<file path="config.mk">
export PLATFORM = sky130hd
export DESIGN_NAME = particle_age_queue_integrator
export DESIGN_NICKNAME = d
export VERILOG_FILES = /design/src/paqi_pkg.sv /design/src/paqi_cell.sv /design/src/paqi_coldiv.sv /design/src/particle_age_queue_integrator.sv
export SDC_FILE = /design/constraint.sdc
export NUM_CORES = 2
export LEC_CHECK = 0
export CORE_MARGIN = 8
export CORE_UTILIZATION = 41
export DETAILED_ROUTE_END_ITERATION = 8
export DONT_BUFFER_PORTS = 1
export MAX_ROUTING_LAYER = met4
export PLACE_DENSITY = 0.66
export SYNTH_ARGS = -nofsm -noshare
export SYNTH_HDL_FRONTEND = slang
export SYNTH_SLANG_ARGS = --single-unit
</file>
<file path="constraint.sdc">
create_clock -name clk_i -period 223 [get_ports clk_i]
set_input_delay 44.6 -clock clk_i [delete_from_list [all_inputs] [get_ports clk_i]]
set_output_delay 44.6 -clock clk_i [all_outputs]
set_load 0.01 [all_outputs]
</file>
<file path="src/paqi_pkg.sv">
package paqi_pkg;

  localparam int unsigned DefCapacity = 32;
  localparam int unsigned PosW = 24;
  localparam int unsigned AgeW = 16;
  localparam logic [15:0] LifeReset = 16'd39322;

  typedef enum logic [1:0] {
    CmdAdd  = 2'd0,
    CmdTick = 2'd1,
    CmdDraw = 2'd2,
    CmdNone = 2'd3
  } cmd_e;

  typedef enum logic [1:0] {
    KindAdd  = 2'd0,
    KindTick = 2'd1,
    KindRec  = 2'd2
  } kind_e;

  typedef struct packed {
    logic signed [PosW-1:0] px;
    logic signed [PosW-1:0] py;
    logic signed [PosW-1:0] vx;
    logic signed [PosW-1:0] vy;
    logic [AgeW-1:0]        age;
  } part_t;

  // pos + floor(dt*vel / 2^16), saturated to 24 bits
  function automatic logic signed [PosW-1:0] sat_add(
      input logic signed [PosW-1:0] pos, input logic signed [PosW+16:0] prod);
    logic signed [PosW+17:0] s;
    s = $signed({{18{pos[PosW-1]}}, pos}) + ($signed({prod[PosW+16], prod}) >>> 16);
    if (s > $signed({18'd0, 24'h7FFFFF})) begin
      return 24'h7FFFFF;
    end else if (s < -$signed({18'd0, 24'h800000})) begin
      return 24'h800000;
    end
    return s[PosW-1:0];
  endfunction

endpackage

</file>
<file path="src/paqi_cell.sv">
module paqi_cell
  import paqi_pkg::*;
(
  input  logic  clk_i,
  input  logic  shift_i,
  input  logic  tick_i,
  input  logic [AgeW-1:0] dt_i,
  input  part_t prev_i,
  output part_t data_o
);

  part_t data_q;
  part_t upd;
  logic signed [PosW+16:0] prod_x, prod_y;
  logic [AgeW:0] age_sum;

  // advance the word entering this cell while the tick strobe is up
  always_comb begin
    prod_x = $signed({1'b0, dt_i}) * $signed(prev_i.vx);
    prod_y = $signed({1'b0, dt_i}) * $signed(prev_i.vy);
    age_sum = {1'b0, prev_i.age} + {1'b0, dt_i};
    upd = prev_i;
    if (tick_i) begin
      upd.px = sat_add(prev_i.px, prod_x);
      upd.py = sat_add(prev_i.py, prod_y);
      upd.age = age_sum[AgeW] ? {AgeW{1'b1}} : age_sum[AgeW-1:0];
    end
  end

  always_ff @(posedge clk_i) begin
    if (shift_i) begin
      data_q <= upd;
    end
  end

  assign data_o = data_q;

endmodule

</file>
<file path="src/paqi_coldiv.sv">
module paqi_coldiv
  import paqi_pkg::*;
(
  input  logic            clk_i,
  input  logic            rst_ni,
  input  logic            start_i,
  input  logic [AgeW-1:0] age_i,
  input  logic [AgeW-1:0] life_i,
  output logic            done_o,
  output logic [2:0]      col_o
);

  // restoring division of 4*age by life, three quotient bits then saturate
  logic [AgeW+1:0] rem_q, rem_d;
  logic [2:0]      quo_q, quo_d;
  logic [1:0]      step_q, step_d;
  logic            busy_q, busy_d, ovf_q, ovf_d, done_q, done_d;
  logic [AgeW+2:0] trial;

  always_comb begin
    rem_d = rem_q; quo_d = quo_q; step_d = step_q; busy_d = busy_q;
    ovf_d = ovf_q; done_d = 1'b0;
    trial = '0;
    if (start_i) begin
      // a zero lifetime or an age at or past the lifetime saturates the column
      rem_d = {age_i, 2'b00};
      ovf_d = (life_i == '0) || (age_i >= life_i);
      quo_d = '0; step_d = 2'd0; busy_d = 1'b1;
    end else if (busy_q) begin
      trial = {1'b0, rem_q} - ({3'b0, life_i} << (2'd2 - step_q));
      if (!trial[AgeW+2]) begin
        rem_d = trial[AgeW+1:0];
        quo_d[2'd2 - step_q] = 1'b1;
      end
      step_d = step_q + 2'd1;
      if (step_q == 2'd2) begin
        busy_d = 1'b0; done_d = 1'b1;
      end
    end
  end

  always_ff @(posedge clk_i or negedge rst_ni) begin
    if (!rst_ni) begin
      busy_q <= 1'b0; done_q <= 1'b0; step_q <= '0;
    end else begin
      busy_q <= busy_d; done_q <= done_d; step_q <= step_d;
    end
  end

  always_ff @(posedge clk_i) begin
    rem_q <= rem_d; quo_q <= quo_d; ovf_q <= ovf_d;
  end

  logic [3:0] colw;
  assign colw = 4'd3 + {1'b0, quo_q};
  assign done_o = done_q;
  assign col_o = (ovf_q || colw > 4'd7) ? 3'd7 : colw[2:0];

endmodule

</file>
<file path="src/particle_age_queue_integrator.sv">
// Particle queue with Euler update, oldest particle first.
// Channels: input words (cmd, positions, velocities, dt) on in_valid_i/in_ready_o;
// result words on out_valid_o/out_ready_i; life_length on cfg_valid_i/cfg_ready_o,
// taken only while the block is idle with no result word waiting.
// Particles sit in a ring of CAPACITY cells that rotates one place per shift;
// the oldest is always at cell 0 between commands.
// Add: the status word follows one full rotation of the ring, the new particle
// entering the tail as its slot passes; a drop on a full queue answers in the
// next cycle. Tick: one full rotation, the tail cell advancing each live word it
// takes in, then the expired particles are dropped from the front before the
// status word. Draw: each record runs the three-step column divider and is then
// handed over; after the last record the ring turns on until it is aligned; an
// empty queue answers in the next cycle. Cost grows with the fill on draw and
// with the number of expired particles on tick.
// One input word is worked at a time; the next is taken once the final result
// word has been handed over and the ring is aligned. A stalled receiver holds
// the block. Reset empties the queue and loads the default lifetime; cell
// contents stay undefined until written.
module particle_age_queue_integrator
  import paqi_pkg::*;
#(
  parameter int unsigned CAPACITY = DefCapacity
) (
  input  logic clk_i,
  input  logic rst_ni,
  input  logic in_valid_i,
  output logic in_ready_o,
  input  logic [1:0] cmd_i,
  input  logic signed [23:0] pos_x_i,
  input  logic signed [23:0] pos_y_i,
  input  logic signed [23:0] vel_x_i,
  input  logic signed [23:0] vel_y_i,
  input  logic [15:0] dt_i,
  input  logic cfg_valid_i,
  output logic cfg_ready_o,
  input  logic [15:0] cfg_data_i,
  output logic out_valid_o,
  input  logic out_ready_i,
  output logic [1:0] kind_o,
  output logic accepted_o,
  output logic [5:0] count_o,
  output logic signed [23:0] out_x_o,
  output logic signed [23:0] out_y_o,
  output logic [2:0] frame_column_o,
  output logic valid_res_o,
  output logic last_o
);

  localparam int unsigned CntW = $clog2(CAPACITY + 1);

  typedef enum logic [2:0] {
    StIdle, StRot, StExpire, StDiv, StOut, StAlign
  } state_e;

  typedef struct packed {
    logic [1:0]         kind;
    logic               acc;
    logic [5:0]         cnt;
    logic signed [23:0] x;
    logic signed [23:0] y;
    logic [2:0]         col;
    logic               vres;
    logic               last;
  } word_t;

  state_e state_q, state_d;
  logic [CntW-1:0] held_q, held_d;
  logic [CntW-1:0] k_q, k_d;
  logic [15:0] life_q, life_d;
  logic [15:0] dt_q;
  cmd_e cmd_q, cmd_d;
  part_t newp_q;
  logic div_go_q, div_go_d;
  logic out_v_q, out_v_d;
  word_t out_q, out_d;

  logic shift, tail_tick, ins, in_fire;
  part_t tail_in;
  part_t cell_q [CAPACITY];

  logic div_done;
  logic [2:0] div_col;

  function automatic word_t status_word(kind_e kind, logic acc, logic [5:0] cnt);
    word_t w;
    w = '0;
    w.kind = kind;
    w.acc = acc;
    w.cnt = cnt;
    w.last = 1'b1;
    return w;
  endfunction

  // ring: cell i takes from cell i+1, the last cell from cell 0
  // (inserting a new particle at the tail position when due)
  assign tail_in = ins ? newp_q : cell_q[0];

  for (genvar g = 0; g < CAPACITY; g++) begin : g_cell
    part_t prv;
    logic  tk;
    if (g == CAPACITY - 1) begin : g_tail
      assign prv = tail_in;
      assign tk  = tail_tick;
    end else begin : g_mid
      assign prv = cell_q[g+1];
      assign tk  = 1'b0;
    end
    paqi_cell u_cell (
      .clk_i  (clk_i),
      .shift_i(shift),
      .tick_i (tk),
      .dt_i   (dt_q),
      .prev_i (prv),
      .data_o (cell_q[g])
    );
  end

  paqi_coldiv u_div (
    .clk_i  (clk_i),
    .rst_ni (rst_ni),
    .start_i(div_go_q),
    .age_i  (cell_q[0].age),
    .life_i (life_q),
    .done_o (div_done),
    .col_o  (div_col)
  );

  assign in_ready_o  = (state_q == StIdle) && !out_v_q;
  assign cfg_ready_o = (state_q == StIdle) && !out_v_q;
  assign in_fire     = in_valid_i && in_ready_o;

  always_comb begin
    state_d  = state_q;
    held_d   = held_q;
    k_d      = k_q;
    cmd_d    = cmd_q;
    life_d   = life_q;
    div_go_d = 1'b0;
    out_v_d  = out_v_q && !out_ready_i;
    out_d    = out_q;
    shift     = 1'b0;
    tail_tick = 1'b0;
    ins       = 1'b0;
    if (cfg_valid_i && cfg_ready_o) life_d = cfg_data_i;
    case (state_q)
      StIdle: begin
        if (in_fire) begin
          cmd_d = cmd_e'(cmd_i);
          k_d   = '0;
          case (cmd_e'(cmd_i))
            CmdAdd: begin
              if (held_q == CntW'(CAPACITY)) begin
                out_v_d = 1'b1;
                out_d   = status_word(KindAdd, 1'b0, 6'(held_q));
              end else begin
                state_d = StRot;
              end
            end
            CmdTick: state_d = StRot;
            CmdDraw: begin
              if (held_q == '0) begin
                out_v_d = 1'b1;
                out_d   = status_word(KindRec, 1'b0, 6'(held_q));
              end else begin
                state_d  = StDiv;
                div_go_d = 1'b1;
              end
            end
            default: ;
          endcase
        end
      end
      StRot: begin
        // the word entering the tail at rotation step k is the one at head
        // offset k; an add inserts when k reaches the held count
        shift     = 1'b1;
        ins       = (cmd_q == CmdAdd) && (k_q == held_q);
        tail_tick = (cmd_q == CmdTick) && (k_q < held_q);
        k_d       = k_q + 1'b1;
        if (k_q == CntW'(CAPACITY - 1)) begin
          k_d = '0;
          if (cmd_q == CmdAdd) begin
            held_d  = held_q + 1'b1;
            out_v_d = 1'b1;
            out_d   = status_word(KindAdd, 1'b1, 6'(held_q + 1'b1));
            state_d = StIdle;
          end else begin
            state_d = StExpire;
          end
        end
      end
      StExpire: begin
        // drop the front; the survivors stay packed from cell 0
        if (held_q != '0 && cell_q[0].age > life_q) begin
          shift  = 1'b1;
          held_d = held_q - 1'b1;
        end else begin
          out_v_d = 1'b1;
          out_d   = status_word(KindTick, 1'b0, 6'(held_q));
          state_d = StIdle;
        end
      end
      StDiv: begin
        if (div_done) begin
          shift      = 1'b1;
          k_d        = k_q + 1'b1;
          out_v_d    = 1'b1;
          out_d      = '0;
          out_d.kind = KindRec;
          out_d.cnt  = 6'(held_q);
          out_d.x    = cell_q[0].px;
          out_d.y    = cell_q[0].py;
          out_d.col  = div_col;
          out_d.vres = 1'b1;
          out_d.last = (k_q + 1'b1 == held_q);
          state_d    = StOut;
        end
      end
      StOut: begin
        if (!out_v_q || out_ready_i) begin
          if (k_q == CntW'(CAPACITY)) begin
            k_d     = '0;
            state_d = StIdle;
          end else if (k_q < held_q) begin
            state_d  = StDiv;
            div_go_d = 1'b1;
          end else begin
            state_d = StAlign;
          end
        end
      end
      StAlign: begin
        // finish the full turn so the oldest is back at cell 0
        shift = 1'b1;
        k_d   = k_q + 1'b1;
        if (k_q == CntW'(CAPACITY - 1)) begin
          k_d     = '0;
          state_d = StIdle;
        end
      end
      default: state_d = StIdle;
    endcase
  end

  always_ff @(posedge clk_i or negedge rst_ni) begin
    if (!rst_ni) begin
      state_q  <= StIdle;
      held_q   <= '0;
      k_q      <= '0;
      life_q   <= LifeReset;
      cmd_q    <= CmdNone;
      div_go_q <= 1'b0;
      out_v_q  <= 1'b0;
      out_q    <= '0;
    end else begin
      state_q  <= state_d;
      held_q   <= held_d;
      k_q      <= k_d;
      life_q   <= life_d;
      cmd_q    <= cmd_d;
      div_go_q <= div_go_d;
      out_v_q  <= out_v_d;
      out_q    <= out_d;
    end
  end

  always_ff @(posedge clk_i) begin
    if (in_fire) begin
      newp_q <= '{px: pos_x_i, py: pos_y_i, vx: vel_x_i, vy: vel_y_i, age: '0};
      dt_q   <= dt_i;
    end
  end

  assign out_valid_o    = out_v_q;
  assign kind_o         = out_q.kind;
  assign accepted_o     = out_q.acc;
  assign count_o        = out_q.cnt;
  assign out_x_o        = out_q.x;
  assign out_y_o        = out_q.y;
  assign frame_column_o = out_q.col;
  assign valid_res_o    = out_q.vres;
  assign last_o         = out_q.last;

endmodule

</file>
-- Yosys cells after proc, flatten, opt, wreduce, memory -nomap -nowiden
Index checks and enable logic that the tools add are counted.
- word-level logic and storage cells: 356
- flip-flop bits (word level): 3819
- output and inout bits: 65
- shifts and indexed selects: 1
- equal/unequal tests: 30
- muxes and demuxes: 83
- multiply operators: 2
- $lt $le $gt $ge: 10
- add/subtract/negate cells: 10
- bitwise gates (word level): 2
- reduce and logical (&&, ||, !) cells: 31
- operator list (kind ; count):
    2-to-1 mux 62 bit ; 7
    case mux 62 bit (4 select lines) ; 1
    2-to-1 mux 24 bit ; 6
    case mux 62 bit (2 select lines) ; 1
    2-to-1 mux 112 bit ; 1
    > comparator 42 x 24 -> 1 bit (second input constant) ; 2
    < comparator 42 x 24 -> 1 bit (second input constant) ; 2
    multiplier 17 x 24 -> 41 bit ; 2
    2-to-1 mux 18 bit ; 3
    adder 24 x 25 -> 26 bit ; 2
    2-to-1 mux 48 bit ; 1
    2-to-1 mux 6 bit ; 8
    2-to-1 mux 3 bit ; 11
    2-to-1 mux 16 bit ; 2
    2-to-1 mux 1 bit ; 30
    case mux 6 bit (4 select lines) ; 1
    left shift 16 x 2 -> 19 bit ; 1
    subtractor 18 x 19 -> 19 bit ; 1
    != test 2 bit (second input constant) ; 9
    case mux 3 bit (6 select lines) ; 1
    AND reduction 9 bit ; 2
    adder 16 x 16 -> 17 bit ; 1
    greater-or-equal comparator 16 bit ; 1
    > comparator 16 bit ; 1
    44 further kinds ; 72

-- Longest topological paths before layout
- word-level depth: 12
- gate-level depth with buffers: 45
- depth with buffers taken out: 40

-- Cells and area by module
A second synthesis with hierarchy kept.
- cell total of the unflattened synthesis: 119329
- area total of the unflattened synthesis: 1111443.5 um^2
- modules (own cells, without submodules) (module ; instances ; cells an instance ; area an instance (um^2) ; sequential area each (um^2)):
    paqi_cell (g_cell[18].u_cell ...) ; 18 ; 3680 ; 34364.2 ; 3363.2
    paqi_cell (g_cell[0].u_cell ...) ; 8 ; 3740 ; 34336.7 ; 3363.2
    paqi_cell (g_cell[6].u_cell ...) ; 3 ; 3670 ; 34082.7 ; 3363.2
    paqi_cell (g_cell[9].u_cell) ; 1 ; 3720 ; 34481.8 ; 3363.2
    paqi_cell (g_cell[5].u_cell) ; 1 ; 3703 ; 34406.7 ; 3363.2
    paqi_cell (g_cell[17].u_cell) ; 1 ; 3681 ; 34380.5 ; 3363.2
    particle_age_queue_integrator ; 1 ; 683 ; 9579.2 ; 5803.1
    paqi_coldiv ; 1 ; 372 ; 3098.0 ; 710.7

-- Worst setup path before layout
No wires, ideal clock.
- path type: register to register
- from: register state_q[0]
- to: register g_cell[0].u_cell.data_q (netlist bit g_cell[0].u_cell.data_o[0]) (enable)
- stages on the path, launching flop included: 3
- path slack: 40.218 ns
- arrival: 173.951 ns
- required time: 214.169 ns
- path buffers: 0
- cell sequence: dfrtp_1 inv_1 o22ai_1
- word-level cells in the longest chain between the ends: 3
- elaborated cells on any way between the ends: 6
- classes of those cells: eq/ne (4); mux (1); reduce/logical (1)
- ends and longest elaborated chain (item ; RTL line ; text):
    from (decl) ; particle_age_queue_integrator.sv:66 ; state_e state_q, state_d;
    from (signal assigned) ; particle_age_queue_integrator.sv:247 ; state_q <= StIdle;
    from (signal assigned) ; particle_age_queue_integrator.sv:256 ; state_q <= state_d;
    equality test 3 bit / equality test 3 x 1 -> 1 bit (equally long branches) ; particle_age_queue_integrator.sv:145 ; case (state_q)
    OR reduction 2 bit (no source line) ; n/a ;
    case mux 1 bit (3 select lines) * ; particle_age_queue_integrator.sv:145 ;
    via g_cell[0].u_cell.shift_i ; paqi_cell.sv:5 ; input logic shift_i,
    to (signal assigned) ; paqi_cell.sv:32 ; data_q <= upd;
    to (decl) ; paqi_cell.sv:12 ; part_t data_q;
Mark *: on every way through the listed nets, which the timed path passes. The rest lies on a longest branch.
A chain may end at the register's enable or synchronous reset.

-- Worst setup path after layout
- from: register state_q[1]
- to: output cfg_ready_o
- word-level cells in the longest chain between the ends: 2
- ends and longest elaborated chain (item ; RTL line ; text):
    logical NOT 3 bit ; particle_age_queue_integrator.sv:129 ; assign cfg_ready_o = (state_q == StIdle) && !out_v_q;
    logical AND 1 bit ; particle_age_queue_integrator.sv:129 ;
    to (decl) ; particle_age_queue_integrator.sv:35 ; output logic cfg_ready_o,
Every way passes these cells.

==> impl_results.html <==
<table>
<tr><th>Metric</th><th>Value</th></tr>
<tr><th colspan="2">Status</th></tr>
<tr><td>Outcome</td><td>finished clean</td></tr>
<tr><th colspan="2">Clocking</th></tr>
<tr><td>Inserted Clock Buffers</td><td>373</td></tr>
<tr><td>Worst-skew pair later-pin latency</td><td>0.97 ns</td></tr>
<tr><td>CTS HTree Levels</td><td>5</td></tr>
<tr><td>Root buf cell</td><td>sky130_fd_sc_hd__clkbuf_16</td></tr>
<tr><td>Clock tree from TritonCTS</td><td>yes</td></tr>
<tr><td>Count of cells resized by post-cts repair</td><td>0</td></tr>
<tr><td>Maximum clock insertion buffer count</td><td>4</td></tr>
<tr><td>Clock Pin Slew Worst Setup and Hold Paths</td><td>0.07 ns</td></tr>
<tr><td>Buffers inserted by post-CTS timing repair</td><td>0</td></tr>
<tr><td>CTS Sinks</td><td>3819</td></tr>
<tr><td>Cts-stage hold buffer count</td><td>0</td></tr>
<tr><th colspan="2">Place</th></tr>
<tr><td>Last weighted congestion value of the routability-driven placer</td><td>0.8720</td></tr>
<tr><td>Half-perimeter wire length of the detailed placement result</td><td>159.5 mm</td></tr>
<tr><td>Number of buffers inserted by port buffering</td><td>0</td></tr>
<tr><th colspan="2">Route</th></tr>
<tr><td>Detail-routed net length per standard cell</td><td>18.69 um</td></tr>
<tr><td>Remaining antenna violation count after routing</td><td>0</td></tr>
<tr><td>Wire length reported by the detailed router</td><td>257.3 mm</td></tr>
<tr><td>Via count of the routed design</td><td>66.43k</td></tr>
<tr><td>Via density per instance</td><td>4.826</td></tr>
<tr><td>DRC violation count after routing</td><td>0</td></tr>
<tr><td>Detailed-routing iteration count for the pre-antenna-repair pass</td><td>8</td></tr>
<tr><td>Number of violations reported at the end of detailed-routing iteration 0</td><td>5331</td></tr>
<tr><th colspan="2">Critical path</th></tr>
<tr><td>Cell-by-cell listing of the critical path</td><td>nor2_1 -&gt; nand2_1 -&gt; nor2_1</td></tr>
<tr><td>Longest individual stage delay on the worst path</td><td>0.52 ns</td></tr>
<tr><td>Kind of end point of the critical path</td><td>primary output</td></tr>
<tr><td>Arrival time of data at the critical path endpoint</td><td>2.51 ns</td></tr>
<tr><td>Setup CP Type</td><td>reg2out</td></tr>
<tr><td>Slack of the worst reg-to-reg path</td><td>209.36 ns</td></tr>
<tr><td>Cell occurring most often along the worst timing path</td><td>sky130_fd_sc_hd__nor2_1</td></tr>
<tr><td>Largest fanout on the critical path</td><td>14</td></tr>
<tr><td>Setup crit start kind</td><td>flip-flop</td></tr>
<tr><td>Cell with the largest stage delay on the worst path</td><td>sky130_fd_sc_hd__dfrtp_1</td></tr>
<tr><td>Required time worst endpoint</td><td>178.40 ns</td></tr>
<tr><th colspan="2">Timing</th></tr>
<tr><td>Final setup TNS</td><td>0 ns</td></tr>
<tr><td>Final count of hold timing violations</td><td>0</td></tr>
<tr><td>Shortest period the worst path allows</td><td>47.11 ns</td></tr>
<tr><td>Actual slew at the worst max-slew pin</td><td>1.221 ns</td></tr>
<tr><td>Unrepaired setup endpoints after global routing</td><td>no</td></tr>
<tr><td>Slew Limit Headroom</td><td>18.60%</td></tr>
<tr><td>Hold WS</td><td>0.3574 ns</td></tr>
<tr><td>Fin Clk Skew</td><td>0.1154 ns</td></tr>
<tr><td>Peak Freq</td><td>21.23 MHz</td></tr>
<tr><td>Final Max Tran Viols</td><td>0</td></tr>
<tr><td>Crit share post-route</td><td>21.13%</td></tr>
<tr><td>Setup Viol. Count Final</td><td>0</td></tr>
<tr><th colspan="2">Yosys</th></tr>
<tr><td>Average cell area after synthesis</td><td>17.93 um^2</td></tr>
<tr><td>Share of synthesized registers carrying an async set or reset</td><td>2.645%</td></tr>
<tr><td>Leading post-synthesis cells by cell area</td><td>sky130_fd_sc_hd__edfxtp_1 74%, sky130_fd_sc_hd__fa_1 10%, sky130_fd_sc_hd__ha_1 2.6%</td></tr>
<tr><td>Most instantiated cells after synthesis</td><td>3713 x sky130_fd_sc_hd__edfxtp_1, 994 x sky130_fd_sc_hd__inv_1, 899 x sky130_fd_sc_hd__nand2_1, 754 x sky130_fd_sc_hd__fa_1, 334 x sky130_fd_sc_hd__and2_1</td></tr>
<tr><td>Most instantiated library cell after synthesis</td><td>sky130_fd_sc_hd__edfxtp_1</td></tr>
<tr><td>Fraction of synthesized cell area taken by the top area cell type</td><td>74.17%</td></tr>
<tr><td>Number of nets produced by synthesis</td><td>9592</td></tr>
<tr><td>EDFF count, synth</td><td>3713</td></tr>
<tr><td>Yosys warns</td><td>0</td></tr>
<tr><td>Cell count after synthesis</td><td>8385</td></tr>
<tr><td>Top_reg_cell synth</td><td>sky130_fd_sc_hd__edfxtp_1</td></tr>
<tr><td>Number of synthesized register bits</td><td>3819</td></tr>
<tr><td>Share of synthesized area occupied by flip-flops and latches</td><td>75.93%</td></tr>
<tr><td>Number of different library cells in the post-synthesis netlist</td><td>77</td></tr>
<tr><td>Cell taking the most area after synthesis</td><td>sky130_fd_sc_hd__edfxtp_1</td></tr>
<tr><td>Post-synthesis instance area</td><td>150300 um^2</td></tr>
<tr><th colspan="2">GRT</th></tr>
<tr><td>Vias in the first global route</td><td>69.70k</td></tr>
<tr><td>Tot GR Track Use</td><td>13.65%</td></tr>
<tr><td>Antenna violations before repair</td><td>17</td></tr>
<tr><td>Overall overflow remaining after global route</td><td>0</td></tr>
<tr><td>Largest net degree at the start of global routing</td><td>223</td></tr>
<tr><td>Wire length of the first global-routing pass</td><td>407.4 mm</td></tr>
<tr><th colspan="2">Die</th></tr>
<tr><td>Core Footprint</td><td>365300 um^2</td></tr>
<tr><td>Die area</td><td>386300 um^2</td></tr>
<tr><td>Initial standard-cell utilization of the core</td><td>41.15%</td></tr>
<tr><td>Die span in y</td><td>621.5 um</td></tr>
<tr><td>Chip width</td><td>621.5 um</td></tr>
<tr><td>I/O pin cnt</td><td>200</td></tr>
<tr><td>FP Rows</td><td>222</td></tr>
<tr><th colspan="2">Finish</th></tr>
<tr><td>Net total in the final layout</td><td>9841</td></tr>
<tr><td>Fraction of final layout cells with drive strength greater than 1</td><td>7.805%</td></tr>
<tr><td>Synthesis-to-finish area growth</td><td>12.16%</td></tr>
<tr><td>Fill cell total of the finished layout</td><td>30.25k</td></tr>
<tr><th colspan="2">Worst hold path</th></tr>
<tr><td>Path class of the lowest-slack min-delay path</td><td>reg2reg</td></tr>
<tr><th colspan="2">Run</th></tr>
<tr><td>Max-Cap Viols</td><td>0</td></tr>
</table>
==> layout make-up <==
| class | instances | area (um^2) | share of cell area, % |
|---|---|---|---|
| clock buffer | 441 | 9630 | 5.712 |
| sequential | 3819 | 114100 | 67.70 |
| timing repair buffer | 86 | 720.7 | 0.4274 |
| inverter | 995 | 3735 | 2.215 |
| tap | 4816 | 6026 | 3.574 |
| multi-input combinational | 3359 | 31630 | 18.76 |
| antenna | 6 | 15.01 | 0.008905 |
| clock inverter | 243 | 2706 | 1.605 |
==> layout by cell type (no fill, tap or decap), types with 34 or more instances in the layout <==
cell type and n:
sky130_fd_sc_hd__nor2_1 136, sky130_fd_sc_hd__nand2_1 899, sky130_fd_sc_hd__and2_1 334, sky130_fd_sc_hd__a22o_1 50, sky130_fd_sc_hd__bufinv_16 34, sky130_fd_sc_hd__xor2_1 46, sky130_fd_sc_hd__clkinv_2 61, sky130_fd_sc_hd__dfrtp_1 91
sky130_fd_sc_hd__a21oi_1 137, sky130_fd_sc_hd__clkbuf_16 374, sky130_fd_sc_hd__fa_1 754, sky130_fd_sc_hd__buf_4 80, sky130_fd_sc_hd__clkbuf_1 65, sky130_fd_sc_hd__edfxtp_1 3713, sky130_fd_sc_hd__xnor2_1 93, sky130_fd_sc_hd__a21o_1 58
sky130_fd_sc_hd__o21ai_0 92, sky130_fd_sc_hd__inv_1 994, sky130_fd_sc_hd__ha_1 318, sky130_fd_sc_hd__clkinv_1 71, sky130_fd_sc_hd__nand3_1 37
==> path summary, 6_finish.rpt <==
check,from,to,cells after the start
worst max-delay path,state_q[1]$_DFFE_PN0P_,cfg_ready_o,3
worst min-delay path,g_cell[21].u_cell.data_o[73]$_DFFE_PP_,g_cell[20].u_cell.data_o[73]$_DFFE_PP_,0
worst max register to register,state_q[0]$_DFFE_PN0P_,g_cell[31].u_cell.data_o[68]$_DFFE_PP_,37
worst min register to register,g_cell[21].u_cell.data_o[73]$_DFFE_PP_,g_cell[20].u_cell.data_o[73]$_DFFE_PP_,0
max in group asynchronous,rst_ni,out_x_o[16]$_DFFE_PN0P_,0
min in group asynchronous,rst_ni,held_q[2]$_DFFE_PN0P_,0
==> registers in the layout, summed over array words and instances, names as in the netlist, 2 cells and up <==
name and count:
held_q 6, u_div.rem_q 18, frame_column_o 3, life_q 16
dt_q 16, kind_o 2, out_x_o 24, newp_q 96
u_div.step_q 2, g_cell.u_cell.data_o 3584, u_div.quo_q 3, count_o 6
cmd_q 2, out_y_o 24, k_q 6, state_q 3
==> per-layer routing <==
layer / share of wire (%) / GRT usage [%] / vias up
met2: 47 / 20.83 / 1559
met5: 0 / - / -
li1: - / - / 30020
met3: 4.5 / 2.108 / 585
met1: 45 / 18.75 / 34260
met4: 3.6 / 4.901 / 0
==> kinds of logic after synthesis <==
| logic type | after synthesis | synth area share, % |
|---|---|---|
| flops | 3819 | 75.93 |
| simple gates | 1559 | 4.729 |
| buf+inv | 1207 | 3.061 |
| fa+ha+maj | 1072 | 12.69 |
| compound gates | 549 | 2.450 |
| xor+xnor | 139 | 0.8099 |
| mux | 40 | 0.3346 |
==> worst max-delay path: cells and delay by family, from the launching register on <==
kind	cells	cell delay (ns)
and+or+nand+nor	3	1.03
DFF	1	0.52
==> metrics by stage <==
| stage | cell area [um^2] | setup WS, ns | utilization, % | cells |
|---|---|---|---|---|
| floorplan | 150300 | 40.22 | - | 8385 |
| global placement | 156300 | 175.82 | 42.78 | 13080 |
| detailed placement | 156300 | 175.79 | 42.78 | 13080 |
| CTS | 168600 | 175.82 | 46.16 | 13760 |
| global route | 168600 | 175.68 | 46.16 | 13760 |
| finish | 168600 | 175.89 | 46.16 | 13770 |
Power is not shown: default switching activity piles up to over one toggle a cycle in this logic, so the estimate is an artifact.
